**src/rtl/dci_pkg.sv**
```systemverilog
// Package for the drive command interlock.
// Holds the field widths, code types, constants and the command decoder.
// No dependencies.
package dci_pkg;

    localparam int DIST_W  = 9;
    localparam int AGE_W   = 5;
    localparam int SPEED_W = 7;
    localparam int SEQ_W   = 16;
    localparam int CFG_W   = 9;

    localparam logic [DIST_W-1:0]  NO_ECHO_CM      = 9'd400;
    localparam logic [DIST_W-1:0]  STOP_DIST_RESET = 9'd20;
    localparam logic [AGE_W-1:0]   TIMEOUT_RESET   = 5'd20;
    localparam logic [SPEED_W-1:0] SPEED_MAX       = 7'd100;
    localparam logic [SPEED_W-1:0] SPEED_INC_LIMIT = 7'd90;
    localparam logic [SPEED_W-1:0] SPEED_STEP      = 7'd10;
    localparam logic [SPEED_W-1:0] SPEED_RESET     = 7'd50;

    typedef enum logic {
        OP_TICK   = 1'b0,
        OP_SAMPLE = 1'b1
    } op_t;

    typedef enum logic {
        MODE_MANUAL = 1'b0,
        MODE_AUTO   = 1'b1
    } mode_t;

    typedef enum logic {
        REG_STOP_DIST = 1'b0,
        REG_TIMEOUT   = 1'b1
    } reg_index_t;

    typedef enum logic [2:0] {
        ACT_STOP  = 3'd0,
        ACT_FWD   = 3'd1,
        ACT_BACK  = 3'd2,
        ACT_LEFT  = 3'd3,
        ACT_RIGHT = 3'd4
    } action_t;

    typedef enum logic [3:0] {
        CMD_F       = 4'd0,
        CMD_M       = 4'd1,
        CMD_W       = 4'd2,
        CMD_S       = 4'd3,
        CMD_A       = 4'd4,
        CMD_D       = 4'd5,
        CMD_Q       = 4'd6,
        CMD_E       = 4'd7,
        CMD_P       = 4'd8,
        CMD_PLUS    = 4'd9,
        CMD_MINUS   = 4'd10,
        CMD_UNKNOWN = 4'd11
    } cmd_t;

    typedef enum logic [1:0] {
        ST_EXECUTED = 2'd0,
        ST_BLOCKED  = 2'd1,
        ST_REJECTED = 2'd2
    } status_t;

    typedef enum logic [1:0] {
        RSN_NONE     = 2'd0,
        RSN_OBSTACLE = 2'd1,
        RSN_UNKNOWN  = 2'd2
    } reason_t;

    typedef enum logic [2:0] {
        BUZ_NONE    = 3'd0,
        BUZ_STARTUP = 3'd1,
        BUZ_MODE    = 3'd2,
        BUZ_REVERSE = 3'd3,
        BUZ_ALERT   = 3'd4
    } buzzer_t;

    // result payload, last member in the lowest bits
    typedef struct packed {
        buzzer_t           buzzer_event;
        mode_t             mode_now;
        logic [SEQ_W-1:0]  ack_sequence;
        reason_t           ack_reason;
        status_t           ack_status;
        cmd_t              ack_command;
        logic [SPEED_W-1:0] motor_speed;
        action_t           motor_action;
    } result_t;

    typedef struct packed {
        logic mode_event_valid;
        logic ack_valid;
        logic motor_valid;
    } result_flags_t;

    localparam int IN_DATA_W  = 24;
    localparam int OUT_DATA_W = ((($bits(result_t) + 7) / 8) * 8);

    function automatic cmd_t cmd_code(input logic [7:0] c);
        cmd_t code;
        case (c)
            "F", "f": code = CMD_F;
            "M", "m": code = CMD_M;
            "W", "w": code = CMD_W;
            "S", "s": code = CMD_S;
            "A", "a": code = CMD_A;
            "D", "d": code = CMD_D;
            "Q", "q": code = CMD_Q;
            "E", "e": code = CMD_E;
            "P", "p": code = CMD_P;
            "+":      code = CMD_PLUS;
            "-":      code = CMD_MINUS;
            default:  code = CMD_UNKNOWN;
        endcase
        return code;
    endfunction

    function automatic logic is_digit(input logic [7:0] c);
        return (c >= "0") && (c <= "9");
    endfunction

    // '0' gives full speed, '1'..'9' give ten times the digit
    function automatic logic [SPEED_W-1:0] digit_speed(input logic [7:0] c);
        logic [SPEED_W-1:0] v;
        v = {3'b000, c[3:0]};
        return (v == '0) ? SPEED_MAX : v * SPEED_STEP;
    endfunction

endpackage

```
**src/rtl/drive_command_interlock.sv**
```systemverilog
// Drive command interlock top level.
// Decodes command bytes and distance samples into motor, ack and buzzer items.
// Depends on dci_pkg.
//
// Use:
//   s_axis carries input items: tuser flags the kind (control tick or distance
//   sample, and whether a tick carries a command byte), tdata holds the byte
//   and the sample. Each accepted input item yields exactly one result item on
//   m_axis: tuser flags which parts (motor, ack, mode event) are present,
//   tdata carries the payload.
//   The cfg port writes the stop distance (index 0) and the heartbeat timeout
//   (index 1); write only while no item is in flight.
// Timing:
//   The result is registered and is valid in the cycle after the input is accepted. One
//   item is taken each cycle while m_axis does not stall; the whole decode sits between
//   the state registers and the result register.
// Reset:
//   Manual mode, stopped, speed 50, last distance 400, heartbeat age at the
//   reset timeout, sequence 0, stop distance 20, timeout 20. No result pending.
// Stall:
//   A result holds on m_axis until taken; s_axis_tready stays high while the
//   result register is empty or is being taken in the same cycle.
module drive_command_interlock
    import dci_pkg::*;
(
    input  logic                  clk,
    input  logic                  rst_n,
    input  logic                  s_axis_tvalid,
    output logic                  s_axis_tready,
    // command_byte[7:0], distance_cm[16:8], zero fill
    input  logic [IN_DATA_W-1:0]  s_axis_tdata,
    // operation[0], byte_valid[1]
    input  logic [1:0]            s_axis_tuser,
    output logic                  m_axis_tvalid,
    input  logic                  m_axis_tready,
    // motor_action[2:0], motor_speed[9:3], ack_command[13:10], ack_status[15:14],
    // ack_reason[17:16], ack_sequence[33:18], mode_now[34], buzzer_event[37:35]
    output logic [OUT_DATA_W-1:0] m_axis_tdata,
    // motor_valid[0], ack_valid[1], mode_event_valid[2]
    output logic [2:0]            m_axis_tuser,
    input  logic                  cfg_we,
    input  logic                  cfg_index,
    input  logic [CFG_W-1:0]      cfg_data
);

    logic [DIST_W-1:0]  stop_dist_reg;
    logic [AGE_W-1:0]   timeout_reg;

    mode_t              mode_reg, mode_next;
    action_t            dir_reg, dir_next;
    logic [SPEED_W-1:0] speed_reg, speed_next;
    logic [DIST_W-1:0]  dist_reg, dist_next;
    logic [AGE_W-1:0]   age_reg, age_next;
    logic [SEQ_W-1:0]   count_reg, count_next;

    logic               out_valid_reg;
    result_t            result_reg, result_next;
    result_flags_t      flags_reg, flags_next;

    op_t                in_op;
    logic               in_byte_valid;
    logic [7:0]         in_byte;
    logic [DIST_W-1:0]  in_dist;
    logic [DIST_W-1:0]  sample_cm;
    logic [AGE_W-1:0]   age_step;
    cmd_t               code;
    logic               fwd_blocked;
    logic               speed_cmd;
    logic               ended;
    logic               accept;

    assign in_op         = op_t'(s_axis_tuser[0]);
    assign in_byte_valid = s_axis_tuser[1];
    assign in_byte       = s_axis_tdata[7:0];
    assign in_dist       = s_axis_tdata[16:8];

    assign s_axis_tready = !out_valid_reg || m_axis_tready;
    assign accept        = s_axis_tvalid && s_axis_tready;

    assign code        = cmd_code(in_byte);
    assign fwd_blocked = (dist_reg == '0) || (dist_reg <= stop_dist_reg);
    assign sample_cm   = (in_dist == '0) ? NO_ECHO_CM : in_dist;

    always_comb
    begin
        mode_next   = mode_reg;
        dir_next    = dir_reg;
        speed_next  = speed_reg;
        dist_next   = dist_reg;
        age_next    = age_reg;
        count_next  = count_reg;
        result_next = '0;
        flags_next  = '0;
        speed_cmd   = 1'b0;
        ended       = 1'b0;
        age_step    = age_reg;

        if (in_op == OP_SAMPLE)
        begin
            dist_next = sample_cm;
            if (mode_reg == MODE_AUTO && sample_cm <= stop_dist_reg)
            begin
                flags_next.motor_valid   = 1'b1;
                result_next.motor_action = ACT_STOP;
                dir_next                 = ACT_STOP;
            end
        end
        else
        begin
            if (in_byte_valid)
            begin
                age_next                 = '0;
                count_next               = count_reg + 1'b1;
                flags_next.ack_valid     = 1'b1;
                result_next.ack_sequence = count_next;
                result_next.ack_command  = code;
                result_next.ack_status   = ST_EXECUTED;
                result_next.ack_reason   = RSN_NONE;
                if (is_digit(in_byte))
                begin
                    speed_next = digit_speed(in_byte);
                    speed_cmd  = 1'b1;
                end
                else
                begin
                    unique case (code) inside
                        CMD_F, CMD_M:
                        begin
                            mode_next                   = (code == CMD_F) ? MODE_AUTO
                                                                          : MODE_MANUAL;
                            flags_next.motor_valid      = 1'b1;
                            result_next.motor_action    = ACT_STOP;
                            dir_next                    = ACT_STOP;
                            result_next.buzzer_event    = (code == CMD_F) ? BUZ_STARTUP
                                                                          : BUZ_MODE;
                            flags_next.mode_event_valid = 1'b1;
                            ended                       = 1'b1;
                        end
                        CMD_W:
                        begin
                            flags_next.motor_valid = 1'b1;
                            if (fwd_blocked)
                            begin
                                result_next.motor_action = ACT_STOP;
                                dir_next                 = ACT_STOP;
                                result_next.buzzer_event = BUZ_ALERT;
                                result_next.ack_status   = ST_BLOCKED;
                                result_next.ack_reason   = RSN_OBSTACLE;
                            end
                            else
                            begin
                                result_next.motor_action = ACT_FWD;
                                result_next.motor_speed  = speed_reg;
                                dir_next                 = ACT_FWD;
                            end
                        end
                        CMD_S:
                        begin
                            flags_next.motor_valid   = 1'b1;
                            result_next.motor_action = ACT_BACK;
                            result_next.motor_speed  = speed_reg;
                            dir_next                 = ACT_BACK;
                            result_next.buzzer_event = BUZ_REVERSE;
                        end
                        CMD_A, CMD_Q:
                        begin
                            flags_next.motor_valid   = 1'b1;
                            result_next.motor_action = ACT_LEFT;
                            result_next.motor_speed  = speed_reg;
                            dir_next                 = ACT_LEFT;
                        end
                        CMD_D, CMD_E:
                        begin
                            flags_next.motor_valid   = 1'b1;
                            result_next.motor_action = ACT_RIGHT;
                            result_next.motor_speed  = speed_reg;
                            dir_next                 = ACT_RIGHT;
                        end
                        CMD_P:
                        begin
                            flags_next.motor_valid   = 1'b1;
                            result_next.motor_action = ACT_STOP;
                            dir_next                 = ACT_STOP;
                        end
                        CMD_PLUS:
                        begin
                            if (speed_reg <= SPEED_INC_LIMIT)
                            begin
                                speed_next = speed_reg + SPEED_STEP;
                            end
                            speed_cmd = 1'b1;
                        end
                        CMD_MINUS:
                        begin
                            if (speed_reg >= SPEED_STEP)
                            begin
                                speed_next = speed_reg - SPEED_STEP;
                            end
                            speed_cmd = 1'b1;
                        end
                        default:
                        begin
                            result_next.ack_command = CMD_UNKNOWN;
                            result_next.ack_status  = ST_REJECTED;
                            result_next.ack_reason  = RSN_UNKNOWN;
                        end
                    endcase
                end

                // reissue the running drive at the new speed, or stop it if forward is blocked
                if (speed_cmd && dir_reg != ACT_STOP)
                begin
                    flags_next.motor_valid = 1'b1;
                    if (dir_reg == ACT_FWD && fwd_blocked)
                    begin
                        result_next.motor_action = ACT_STOP;
                        dir_next                 = ACT_STOP;
                        result_next.buzzer_event = BUZ_ALERT;
                        result_next.ack_status   = ST_BLOCKED;
                        result_next.ack_reason   = RSN_OBSTACLE;
                        ended                    = 1'b1;
                    end
                    else
                    begin
                        result_next.motor_action = dir_reg;
                        result_next.motor_speed  = speed_next;
                    end
                end
            end

            // heartbeat
            age_step = age_next;
            if (!ended && mode_next == MODE_AUTO)
            begin
                if (age_next < timeout_reg)
                begin
                    age_step = age_next + 1'b1;
                end
                age_next = age_step;
                if (age_step >= timeout_reg)
                begin
                    flags_next.motor_valid   = 1'b1;
                    result_next.motor_action = ACT_STOP;
                    result_next.motor_speed  = '0;
                    dir_next                 = ACT_STOP;
                end
            end
        end

        result_next.mode_now = mode_next;
    end

    always_ff @(posedge clk or negedge rst_n)
    begin
        if (!rst_n)
        begin
            stop_dist_reg <= STOP_DIST_RESET;
            timeout_reg   <= TIMEOUT_RESET;
        end
        else if (cfg_we)
        begin
            unique case (reg_index_t'(cfg_index))
                REG_STOP_DIST: stop_dist_reg <= cfg_data[DIST_W-1:0];
                REG_TIMEOUT:   timeout_reg   <= cfg_data[AGE_W-1:0];
                default:       stop_dist_reg <= stop_dist_reg;
            endcase
        end
    end

    always_ff @(posedge clk or negedge rst_n)
    begin
        if (!rst_n)
        begin
            mode_reg  <= MODE_MANUAL;
            dir_reg   <= ACT_STOP;
            speed_reg <= SPEED_RESET;
            dist_reg  <= NO_ECHO_CM;
            age_reg   <= TIMEOUT_RESET;
            count_reg <= '0;
        end
        else if (accept)
        begin
            mode_reg  <= mode_next;
            dir_reg   <= dir_next;
            speed_reg <= speed_next;
            dist_reg  <= dist_next;
            age_reg   <= age_next;
            count_reg <= count_next;
        end
    end

    always_ff @(posedge clk or negedge rst_n)
    begin
        if (!rst_n)
        begin
            out_valid_reg <= 1'b0;
        end
        else if (accept)
        begin
            out_valid_reg <= 1'b1;
        end
        else if (m_axis_tready)
        begin
            out_valid_reg <= 1'b0;
        end
    end

    always_ff @(posedge clk)
    begin
        if (accept)
        begin
            result_reg <= result_next;
            flags_reg  <= flags_next;
        end
    end

    assign m_axis_tvalid = out_valid_reg;
    assign m_axis_tdata  = {{(OUT_DATA_W - $bits(result_t)){1'b0}}, result_reg};
    assign m_axis_tuser  = flags_reg;

endmodule

```
**config.mk**
```make
export PLATFORM = sky130hd
export DESIGN_NAME = drive_command_interlock
export DESIGN_NICKNAME = d
export VERILOG_FILES = /design/src/rtl/dci_pkg.sv /design/src/rtl/drive_command_interlock.sv
export SDC_FILE = /design/constraint.sdc
export NUM_CORES = 1
export LEC_CHECK = 0
export ABC_AREA = 1
export BUFFER_PORTS_ARGS = -buffer_cell sky130_fd_sc_hd__buf_2
export CORE_MARGIN = 5
export CORE_UTILIZATION = 30
export DETAILED_ROUTE_END_ITERATION = 12
export GPL_ROUTABILITY_DRIVEN = 0
export PLACE_DENSITY_LB_ADDON = 0.25
export SETUP_SLACK_MARGIN = 0.15
export SYNTH_ARGS = -nofsm -noshare
export SYNTH_HDL_FRONTEND = slang
export SYNTH_SLANG_ARGS = --single-unit
```
**constraint.sdc**
```tcl
create_clock -name clk -period 2.9 [get_ports clk]
set_clock_uncertainty 0.15 [all_clocks]
set_input_delay 0.58 -clock clk [delete_from_list [all_inputs] [get_ports clk]]
set_output_delay 0.58 -clock clk [all_outputs]
set_load 0.02 [all_outputs]
```
==> results of run 1 <==
cells by family after synthesis:
group / Yosys count
compound gates: 100
xor+xnor: 23
fa+ha+maj: 36
buf+inv: 128
flops: 95
other cells: 1
simple gates: 395
worst max-delay path, stage by stage (launching register included):
cell and delay [ps]:
dfstp_2 550, inv_2 40, nor2_4 100, ha_4 220, nand2_2 60, inv_2 40
nand4_1 110, inv_2 60, nor2_4 180, nand2_1 70, o21ai_1 70, inv_1 90
ha_4 280, nand2_2 50, inv_2 60, nand3_2 80, o2111ai_4 230, nand3_4 160
nand2_8 140, a21oi_2 40
final timing paths:
path	startpoint	to	cells past startpoint
max	age_reg[4]	m_axis_tdata[4]	19
min	rst_n	stop_dist_reg[6]	1
max reg2reg	age_reg[4]	m_axis_tdata[4]	19
min reg2reg	dist_reg[4]	dist_reg[4]	2
max in group asynchronous	rst_n	dist_reg[4]	2
min in group clk	s_axis_tdata[8]	dist_reg[0]	3
power breakdown:
group	leakage [nW]	switching (mW)	internal (mW)	total [mW]
sequential	1.06	0.200	1.66	1.86
combinational	2.37	1.00	0.688	1.69
clock	0.151	0.621	0.621	1.24
total	3.57	1.82	2.97	4.79
through the flow:
step	std cells	hold slack [ps]	total power, mW	cell area, sq um	worst slack (ps)
global placement	1132	320	3.40	7020	-491
finish	1155	64.0	4.79	7470	-146
CTS	1153	79.0	4.79	7440	-108
detailed placement	1132	324	3.41	7020	-557
global route	1155	96.0	5.14	7470	-301
floorplan	779	134	2.91	6200	-51.8
layer usage:
| layer | vias to the layer above | share of wire [%] |
|---|---|---|
| li1 | 2739 | - |
| met1 | 2431 | 46 |
| met2 | 120 | 48 |
| met3 | 16 | 4.3 |
| met4 | 0 | 1.7 |
| met5 | - | 0 |
placed cells by master (no fill, tap or decap), drive strengths merged:
master | netlist | layout
a21oi | 33 | 33
inv | 105 | 108
a2bb2oi | 1 | 1
fa | 1 | 1
xnor2 | 1 | 1
dfstp | 12 | 12
o211ai | 3 | 3
nand3 | 66 | 66
nor3 | 15 | 15
nand2 | 200 | 200
clkinv | 2 | 6
nand4 | 10 | 10
xor2 | 22 | 22
a22oi | 1 | 1
dfrtp | 44 | 44
o21ai | 57 | 57
nand3b | 3 | 3
nor2 | 95 | 95
clkbuf | 10 | 9
ha | 35 | 35
and2 | 2 | 2
a21boi | 1 | 1
edfxtp | 39 | 39
conb | 1 | 2
and3 | 1 | 1
o2111ai | 2 | 2
nor4 | 3 | 3
o31ai | 2 | 2
buf | 11 | 111
layout make-up:
| cell class | instances | share of cell area [%] |
|---|---|---|
| clock buffers | 9 | 3.01 |
| clock inverters | 7 | 1.12 |
| well taps | 270 | 4.52 |
| flip-flops and latches | 95 | 34.6 |
| repair buffers | 111 | 8.60 |
| multi-input cells | 556 | 42.5 |
| inverters | 107 | 5.67 |
what timing repair did:
action | 4_1_cts | 5_1_grt
hold buffers | 0 | 0
gates resized for setup | 18 | 7
setup endpoints to repair | 14 | 14
hold endpoints to repair | 0 | 0
pin swaps | 13 | 10
buffers inserted | 5 | 2
==> flow_summary.yaml, run 1 <==
run_status:
  status: "finished, violations left"
  violations: "setup timing"
synth:
  synth_top_family_by_area: "simple AND/OR/NAND/NOR gates"
  synth_top_area_share_pct: 19.2
  syn-cell-area_sq_mm: 0.00611
  synthTopCellsByCount: "191 x nand2_1, 90 x inv_1, 84 x nor2_1, 63 x nand3_1, 52 x o21ai_0"
  async_reset_ff_share_pct: 58.9
  synth_fa_ha_area_share_pct: 7.50
  synth_area_leaders: "edfxtp_1 19%, dfrtp_1 18%, nand2_1 12%"
  synth-simple-area-share_pct: 29.4
  yosys_warnings: 0
  synth_mux_area_share_pct: 0
  syn-mean-instance-area_sq_um: 7.85
  syn_inst: 778
  synth.yosys.seq_area_share_pct: 42.4
  synth-compound-area-share_pct: 8.95
  yosys.area_share.xor_xnor_pct: 3.30
  synth_flop_cell: "dfrtp_1"
  synth.distinct_cells: 44
  synth-seq-cells: 95
  yosysMostFrequentCell: "nand2_1"
  synth_top_cell_by_area: "edfxtp_1"
  synth_edf_count: 39
drt:
  drc: 0
  via_count: 5306
  drtPass1Iterations: 5
  drtAntennaViolNets: 0
  drt-initial-drc-count: 285
  routed_wl_mm: 15.8
  wire_per_inst_um: 13.7
  vias_per_cell: 4.59
clock_tree:
  clk_latency_ps: 360
  cts.sinks: 95
  cts-root-buf: "clkbuf_16"
  htreeDepth: 3
  clkSlewWorstSetupHoldPaths_ps: 80
  cts-buffers-inserted: 9
  tritoncts: "built"
  clk_path_buf_depth: 2
global_route:
  use_met1_pct: 18.1
  grt_overflow: 0
  grt_pass1_vias: 5158
  grt_max_degree: 30
  use_met3_pct: 2.78
  grt_pass1_wl_mm: 26.2
  grt_util_all_layers_pct: 13.7
  grtUsageMet2_pct: 23.0
  top_usage_layer: "met2"
  antenna_found_initial: 0
sta:
  worst_slew_pin_slew_ps: 584
  fin_ws_ps: -146
  rsz0062_at_grt: "yes"
  maxSlewHeadroom_pct: 61.1
  final.period_utilization_pct: 105
  final.setup.tns_ps: -1650
  fmax_mhz: 328
  slew_viol_final: 0
  hold_viol_final: 0
  fin_crit_ps: 3050
  setup_viol: 14
placed_design:
  port_buffers: 76
  dp_hpwl_mm: 12.2
finish:
  fin_util_pct: 37.1
  nets: 957
  multiInputGateArea_sq_mm: 0.00317
  syn_to_final_growth_pct: 22.4
  num_antenna_cells: 0
  largest_reg_flops: 36
  seqCellArea_sq_mm: 0.00259
  drive_gt1_share_pct: 24.3
  fillers: 2146
power_and_ir_drop:
  p_per_area_mw_per_mm2: 641
  p_leak_nw: 3.57
  peakVddDrop_uv: 320
floorplanning:
  initial_core_util_pct: 30.3
  die_width_um: 153
  rows: 52
  dieHeight_um: 153
  pin_count: 86
  core_sq_mm: 0.0202
  fp.dieArea_sq_mm: 0.0233
worst_setup_path:
  reg2reg_slack_ps: -150
  path_max_fanout: 8
  path_class: "reg -> reg"
  worst_setup_path_start_kind: "register"
  cp.required_ps: 2860
  end_kind: "register"
  cp_data_arrival_time_ps: 3000
flow_run:
  drv_cap: 0
min_path:
  hp-class: "in -> async"
Note: power is estimated with default switching activity, not from simulation.
==> run 2, diff against run 1 <==
--- a/config.mk
+++ b/config.mk
@@ -7,8 +7,10 @@
 export LEC_CHECK = 0
 export ABC_AREA = 1
 export BUFFER_PORTS_ARGS = -buffer_cell sky130_fd_sc_hd__buf_2
+export CORE_ASPECT_RATIO = 1.75
 export CORE_MARGIN = 5
 export CORE_UTILIZATION = 30
+export CTS_BUF_LIST = sky130_fd_sc_hd__clkbuf_4
 export DETAILED_ROUTE_END_ITERATION = 12
 export GPL_ROUTABILITY_DRIVEN = 0
 export PLACE_DENSITY_LB_ADDON = 0.25
==> run 2 against run 1 <==
  * Critical path type unchanged
  * Cell area increased by 0.15%
  * Clock power decreased by 34%
  * Power decreased by 5.6%
  * Wire length increased by 3.9%
  * Sequential power about the same
  * Final cell count decreased by 1.4%
  * Count of clock-buffer cells in the layout unchanged
  * First-iteration DRC count decreased by 37%
  * The flow still finishes with violations (setup timing)
  * Largest power group unchanged
==> flow_summary.yaml, run 2 (same netlist as run 1, synthesis figures left out) <==
worst_setup_path:
  end_kind: "register"
  cp_data_arrival_time_ps: 3150
  reg2reg_from: "age_reg[2]"
  cp.required_ps: 2970
  slowest_stage: "dfstp_2"
  r2r_end: "m_axis_tdata[0]"
  critPathTopFamily: "simple AND/OR/NAND/NOR gates"
  path_class: "reg -> reg"
  crit_chain: "nand2_4 > inv_4 > ha_4 > nand2_2 > inv_2 > o21ai_4 > nand2_2 > nor2_4 > buf_6 > nand3_2 > nand2_2 > inv_2 > ha_4 > nand2_2 > nor2_1 > nand2_1 > o2111ai_4 > nand3_4 > nand2_8 > nor2_4"
  crit_path_frequent_cell: "nand2_2"
  reg2reg_slack_ps: -180
  crit_buf_inv: 4
  worst_setup_path_start_kind: "register"
  reg2reg_depth: 20
  path_max_fanout: 8
  max_stage_delay_ps: 600
sta:
  whs_ps: 202
  worst_slew_pin_slew_ps: 540
  fmax_mhz: 325
  final.period_utilization_pct: 106
  maxSlewHeadroom_pct: 63.7
  fin_crit_ps: 3080
  slew_viol_final: 0
  setup_viol: 14
  hold_viol_final: 0
  fin_ws_ps: -180
  rsz0062_at_grt: "yes"
floorplanning:
  fp.dieArea_sq_mm: 0.0234
  pin_count: 86
  core_sq_mm: 0.0202
  initial_core_util_pct: 30.2
  die_width_um: 118
  rows: 69
  dieHeight_um: 199
global_route:
  grt_util_all_layers_pct: 14.0
  antenna_found_initial: 1
  top_usage_layer: "met2"
  use_met1_pct: 14.4
  use_met3_pct: 1.88
  grt_pass1_wl_mm: 26.5
  grt_pass1_vias: 5481
  grt_overflow: 0
  grt_max_degree: 57
  grtUsageMet2_pct: 27.0
clock_tree:
  cts-root-buf: "clkbuf_4"
  cts-buffers-inserted: 9
  clk_path_buf_depth: 2
  htreeDepth: 3
  tritoncts: "built"
  cts.sinks: 95
  clkSlewWorstSetupHoldPaths_ps: 170
  clk_latency_ps: 450
min_path:
  whs_endpoint: "stop_dist_reg[4]"
  holdPathStages: 3
  hp-class: "in -> reg"
  holdCritStartpoint: "cfg_data[4]"
finish:
  drive_gt1_share_pct: 26.6
  seqCellArea_sq_mm: 0.00259
  largest_reg_flops: 36
  fin_util_pct: 37.1
  fillers: 2187
  final_cell_mix: "180 x nand2_1, 81 x inv_1, 79 x nor2_1, 76 x buf_2, 57 x nand3_1"
  final_common_cell: "nand2_1"
  syn_to_final_growth_pct: 22.6
  multiInputGateArea_sq_mm: 0.00328
  nets: 962
flow_run:
  drv_cap: 0
placed_design:
  port_buffers: 76
  dp_hpwl_mm: 13.0
drt:
  drtPass1Iterations: 4
  vias_per_cell: 4.68
  wire_per_inst_um: 14.4
  drtAntennaViolNets: 0
  drc: 0
  drt-initial-drc-count: 179
  via_count: 5331
  routed_wl_mm: 16.4
run_status:
  status: "finished, violations left"
  violations: "setup timing"
power_and_ir_drop:
  p_per_area_mw_per_mm2: 604
  p_leak_nw: 3.56
  peakVddDrop_uv: 315
-- run 2: changes by cell type in the layout (fill, tap and decap cells not counted), moves of 5 or more --
cell,before,now
clkbuf_16,9,0
clkbuf_4,0,9
nand2_1,186,180
nand2_2,10,16
nand3_1,62,57
nand3_2,2,7
-- run 2: what timing repair did --
action | CTS | global route
endpoints found under the setup margin | 14 | 14
pin swaps | 14 | 25
buffers inserted | 7 | 3
gates resized for setup | 28 | 23
endpoints found under the hold margin | 44 | 0
gates cloned | 0 | 0
hold buffers | 1 | 0
-- run 2: layer usage --
| metal | wire (um) | part of all wire [%] |
|---|---|---|
| met4 | 667 | 4.1 |
| met5 | 0 | 0 |
| met1 | 6320 | 38 |
| met2 | 8910 | 54 |
| met3 | 528 | 3.2 |
-- run 2: tightest hold or removal path: cells and delay by family --
family | cells | cell delay, ps
compound gates | 1 | 80
buf+inv | 2 | 140
-- run 2: how the worst max path moves through the flow --
stage / cells after the start / startpoint / end
floorplan: 19 / s_axis_tuser[1] / m_axis_tdata[3]
global placement: 21 / s_axis_tuser[1] / m_axis_tdata[0]
detailed placement: 21 / s_axis_tuser[1] / m_axis_tdata[0]
CTS: 19 / age_reg[4] / m_axis_tdata[4]
global route: 21 / age_reg[4] / m_axis_tuser[0]
finish: 20 / age_reg[2] / m_axis_tdata[0]
-- run 2: layout make-up --
class                           instances  area share, %
Antenna cell                            1         0.0334
Clock inverter                          7           1.27
Clock buffer                            9          0.903
Timing Repair Buffer                  116           9.61
Multi-Input combinational cell        556           43.8
Sequential cell                        95           34.6
Inverter                              107           5.67
Tap cell                              248           4.15
-- run 2: power breakdown --
group | total, mW | switching, mW | internal, mW
clock | 0.824 | 0.472 | 0.352
combinational | 1.84 | 1.07 | 0.765
sequential | 1.86 | 0.205 | 1.66
-- run 2: per-stage QoR --
step	cell area (sq um)	TNS (ps)	worst slack (ps)	instances	power, mW
finish	7490	-2190	-180	1139	4.52
floorplan	6200	-309	-51.8	779	2.91
global placement	7020	-6440	-495	1111	3.43
global route	7490	-4310	-335	1139	4.87
CTS	7380	-2090	-166	1135	4.48
detailed placement	7020	-7340	-557	1111	3.44
==> run 3, diff against run 2 <==
--- a/config.mk
+++ b/config.mk
@@ -15,6 +15,7 @@
 export GPL_ROUTABILITY_DRIVEN = 0
 export PLACE_DENSITY_LB_ADDON = 0.25
 export SETUP_SLACK_MARGIN = 0.15
+export SKIP_CTS_REPAIR_TIMING = 1
 export SYNTH_ARGS = -nofsm -noshare
 export SYNTH_HDL_FRONTEND = slang
 export SYNTH_SLANG_ARGS = --single-unit
==> run 3 against run 2 <==
  * First-iteration DRC count down 16%
  * Register-to-register slack about the same
  * The flow still finishes with violations (setup timing)
  * Worst setup slack worse by 1.7 ps
  * Largest cell class unchanged
  * Hold slack about the same
==> flow_summary.yaml, run 3 (same netlist as run 1, synthesis figures left out) <==
run_status:
  status: "finished, violations left"
  violations: "setup timing"
finish:
  syn_to_final_growth_pct: 20.7
  final_cell_mix: "185 x nand2_1, 84 x inv_1, 79 x nor2_1, 76 x buf_2, 58 x nand3_1"
  fin_util_pct: 36.5
  fillers: 2197
  final_common_cell: "nand2_1"
  largest_reg_flops: 36
  nets: 956
  multiInputGateArea_sq_mm: 0.00322
  drive_gt1_share_pct: 24.8
  fin_area_sq_mm: 0.00737
  seqCellArea_sq_mm: 0.00259
global_route:
  grt_pass1_vias: 5401
  antenna_found_initial: 1
  grt_max_degree: 57
  grt_pass1_wl_mm: 26.2
  grt_util_all_layers_pct: 13.8
  grt_overflow: 0
flow_run:
  drv_cap: 0
drt:
  drtPass1Iterations: 6
  wire_per_inst_um: 14.4
  via_count: 5289
  vias_per_cell: 4.67
  routed_wl_mm: 16.3
  drtAntennaViolNets: 0
  drt-initial-drc-count: 150
  drc: 0
clock_tree:
  htreeDepth: 3
  clk_path_buf_depth: 2
  clk_latency_ps: 460
  tritoncts: "built"
  cts.sinks: 95
  cts-buffers-inserted: 9
  cts-root-buf: "clkbuf_4"
  clkSlewWorstSetupHoldPaths_ps: 180
floorplanning:
  core_sq_mm: 0.0202
  initial_core_util_pct: 30.2
  dieHeight_um: 199
  fp.dieArea_sq_mm: 0.0234
  rows: 69
  pin_count: 86
  die_width_um: 118
sta:
  final.period_utilization_pct: 106
  fin_ws_ps: -182
  fin_crit_ps: 3080
  worst_slew_pin_slew_ps: 572
  slew_viol_final: 0
  whs_ps: 202
  setup_viol: 14
  maxSlewHeadroom_pct: 61.5
  hold_viol_final: 0
  rsz0062_at_grt: "yes"
  fmax_mhz: 324
placed_design:
  pre_cts_ws_ps: -557
  port_buffers: 76
  dp_hpwl_mm: 13.0
  place_area_sq_mm: 0.00702
worst_setup_path:
  worst_setup_path_start_kind: "register"
  max_stage_delay_ps: 580
  slowest_stage: "dfstp_2"
  cp_data_arrival_time_ps: 3150
  critPathTopFamily: "simple AND/OR/NAND/NOR gates"
  cp.required_ps: 2970
  crit_chain: "inv_2 > nor2_4 > ha_4 > nand2_2 > inv_2 > o21ai_2 > nand2_2 > nor2_4 > nand2_1 > o21ai_1 > inv_1 > ha_4 > nand2_2 > inv_2 > nand3_2 > o2111ai_4 > nand3_4 > nand2_8 > nor2_2"
  path_max_fanout: 8
  end_kind: "register"
  crit_buf_inv: 4
  path_class: "reg -> reg"
power_and_ir_drop:
  p_leak_nw: 3.52
  peakVddDrop_uv: 304
  p_per_area_mw_per_mm2: 597
min_path:
  hp-class: "in -> reg"
run 3: changes by cell type in the layout (fill, tap and decap cells not counted), sizes merged:
cell,change
buf,-6
run 3: area by class of cell:
cell class / count / share of cell area [%]
flip-flops and latches: 95 / 35.1
diodes: 1 / 0.0339
repair buffers: 110 / 9.05
inverters: 107 / 5.75
clock inverters: 7 / 1.29
clock buffers: 9 / 0.916
well taps: 248 / 4.21
multi-input cells: 556 / 43.7
run 3: worst paths after layout:
check / start / endpoint / slack [ps] / cells after the start
min in group asynchronous: rst_n / speed_reg[2] / 500 / 3
max reg2reg: age_reg[4] / m_axis_tdata[0] / -180 / 19
min: cfg_data[4] / stop_dist_reg[4] / 200 / 3
max in group asynchronous: rst_n / stop_dist_reg[2] / 1770 / 3
max: age_reg[4] / m_axis_tdata[0] / -180 / 19
min reg2reg: dist_reg[4] / dist_reg[4] / 340 / 2
run 3: power by group:
group	internal (mW)	switching, mW
sequential	1.66	0.204
combinational	0.688	1.02
clock	0.352	0.472
run 3: metrics by stage:
step                std cells  total power [mW]  TNS (ps)
floorplan                 779              2.91      -309
global placement         1111              3.43     -6440
detailed placement       1111              3.44     -7340
CTS                      1127              4.28     -3350
global route             1133              4.74     -4780
finish                   1133              4.40     -2020
run 3: routing by layer:
layer / vias to the layer above / GRT usage (%) / share of wire [%]
li1: 2729 / - / -
met1: 2413 / 14.3 / 39
met2: 108 / 26.7 / 54
met3: 39 / 1.88 / 2.9
met4: 0 / 7.23 / 4.3
met5: - / 0 / 0
run 3: worst min-delay path, cell delays in order:
cell	delay, ps
buf_2	90
inv_1	50
o21ai_0	80
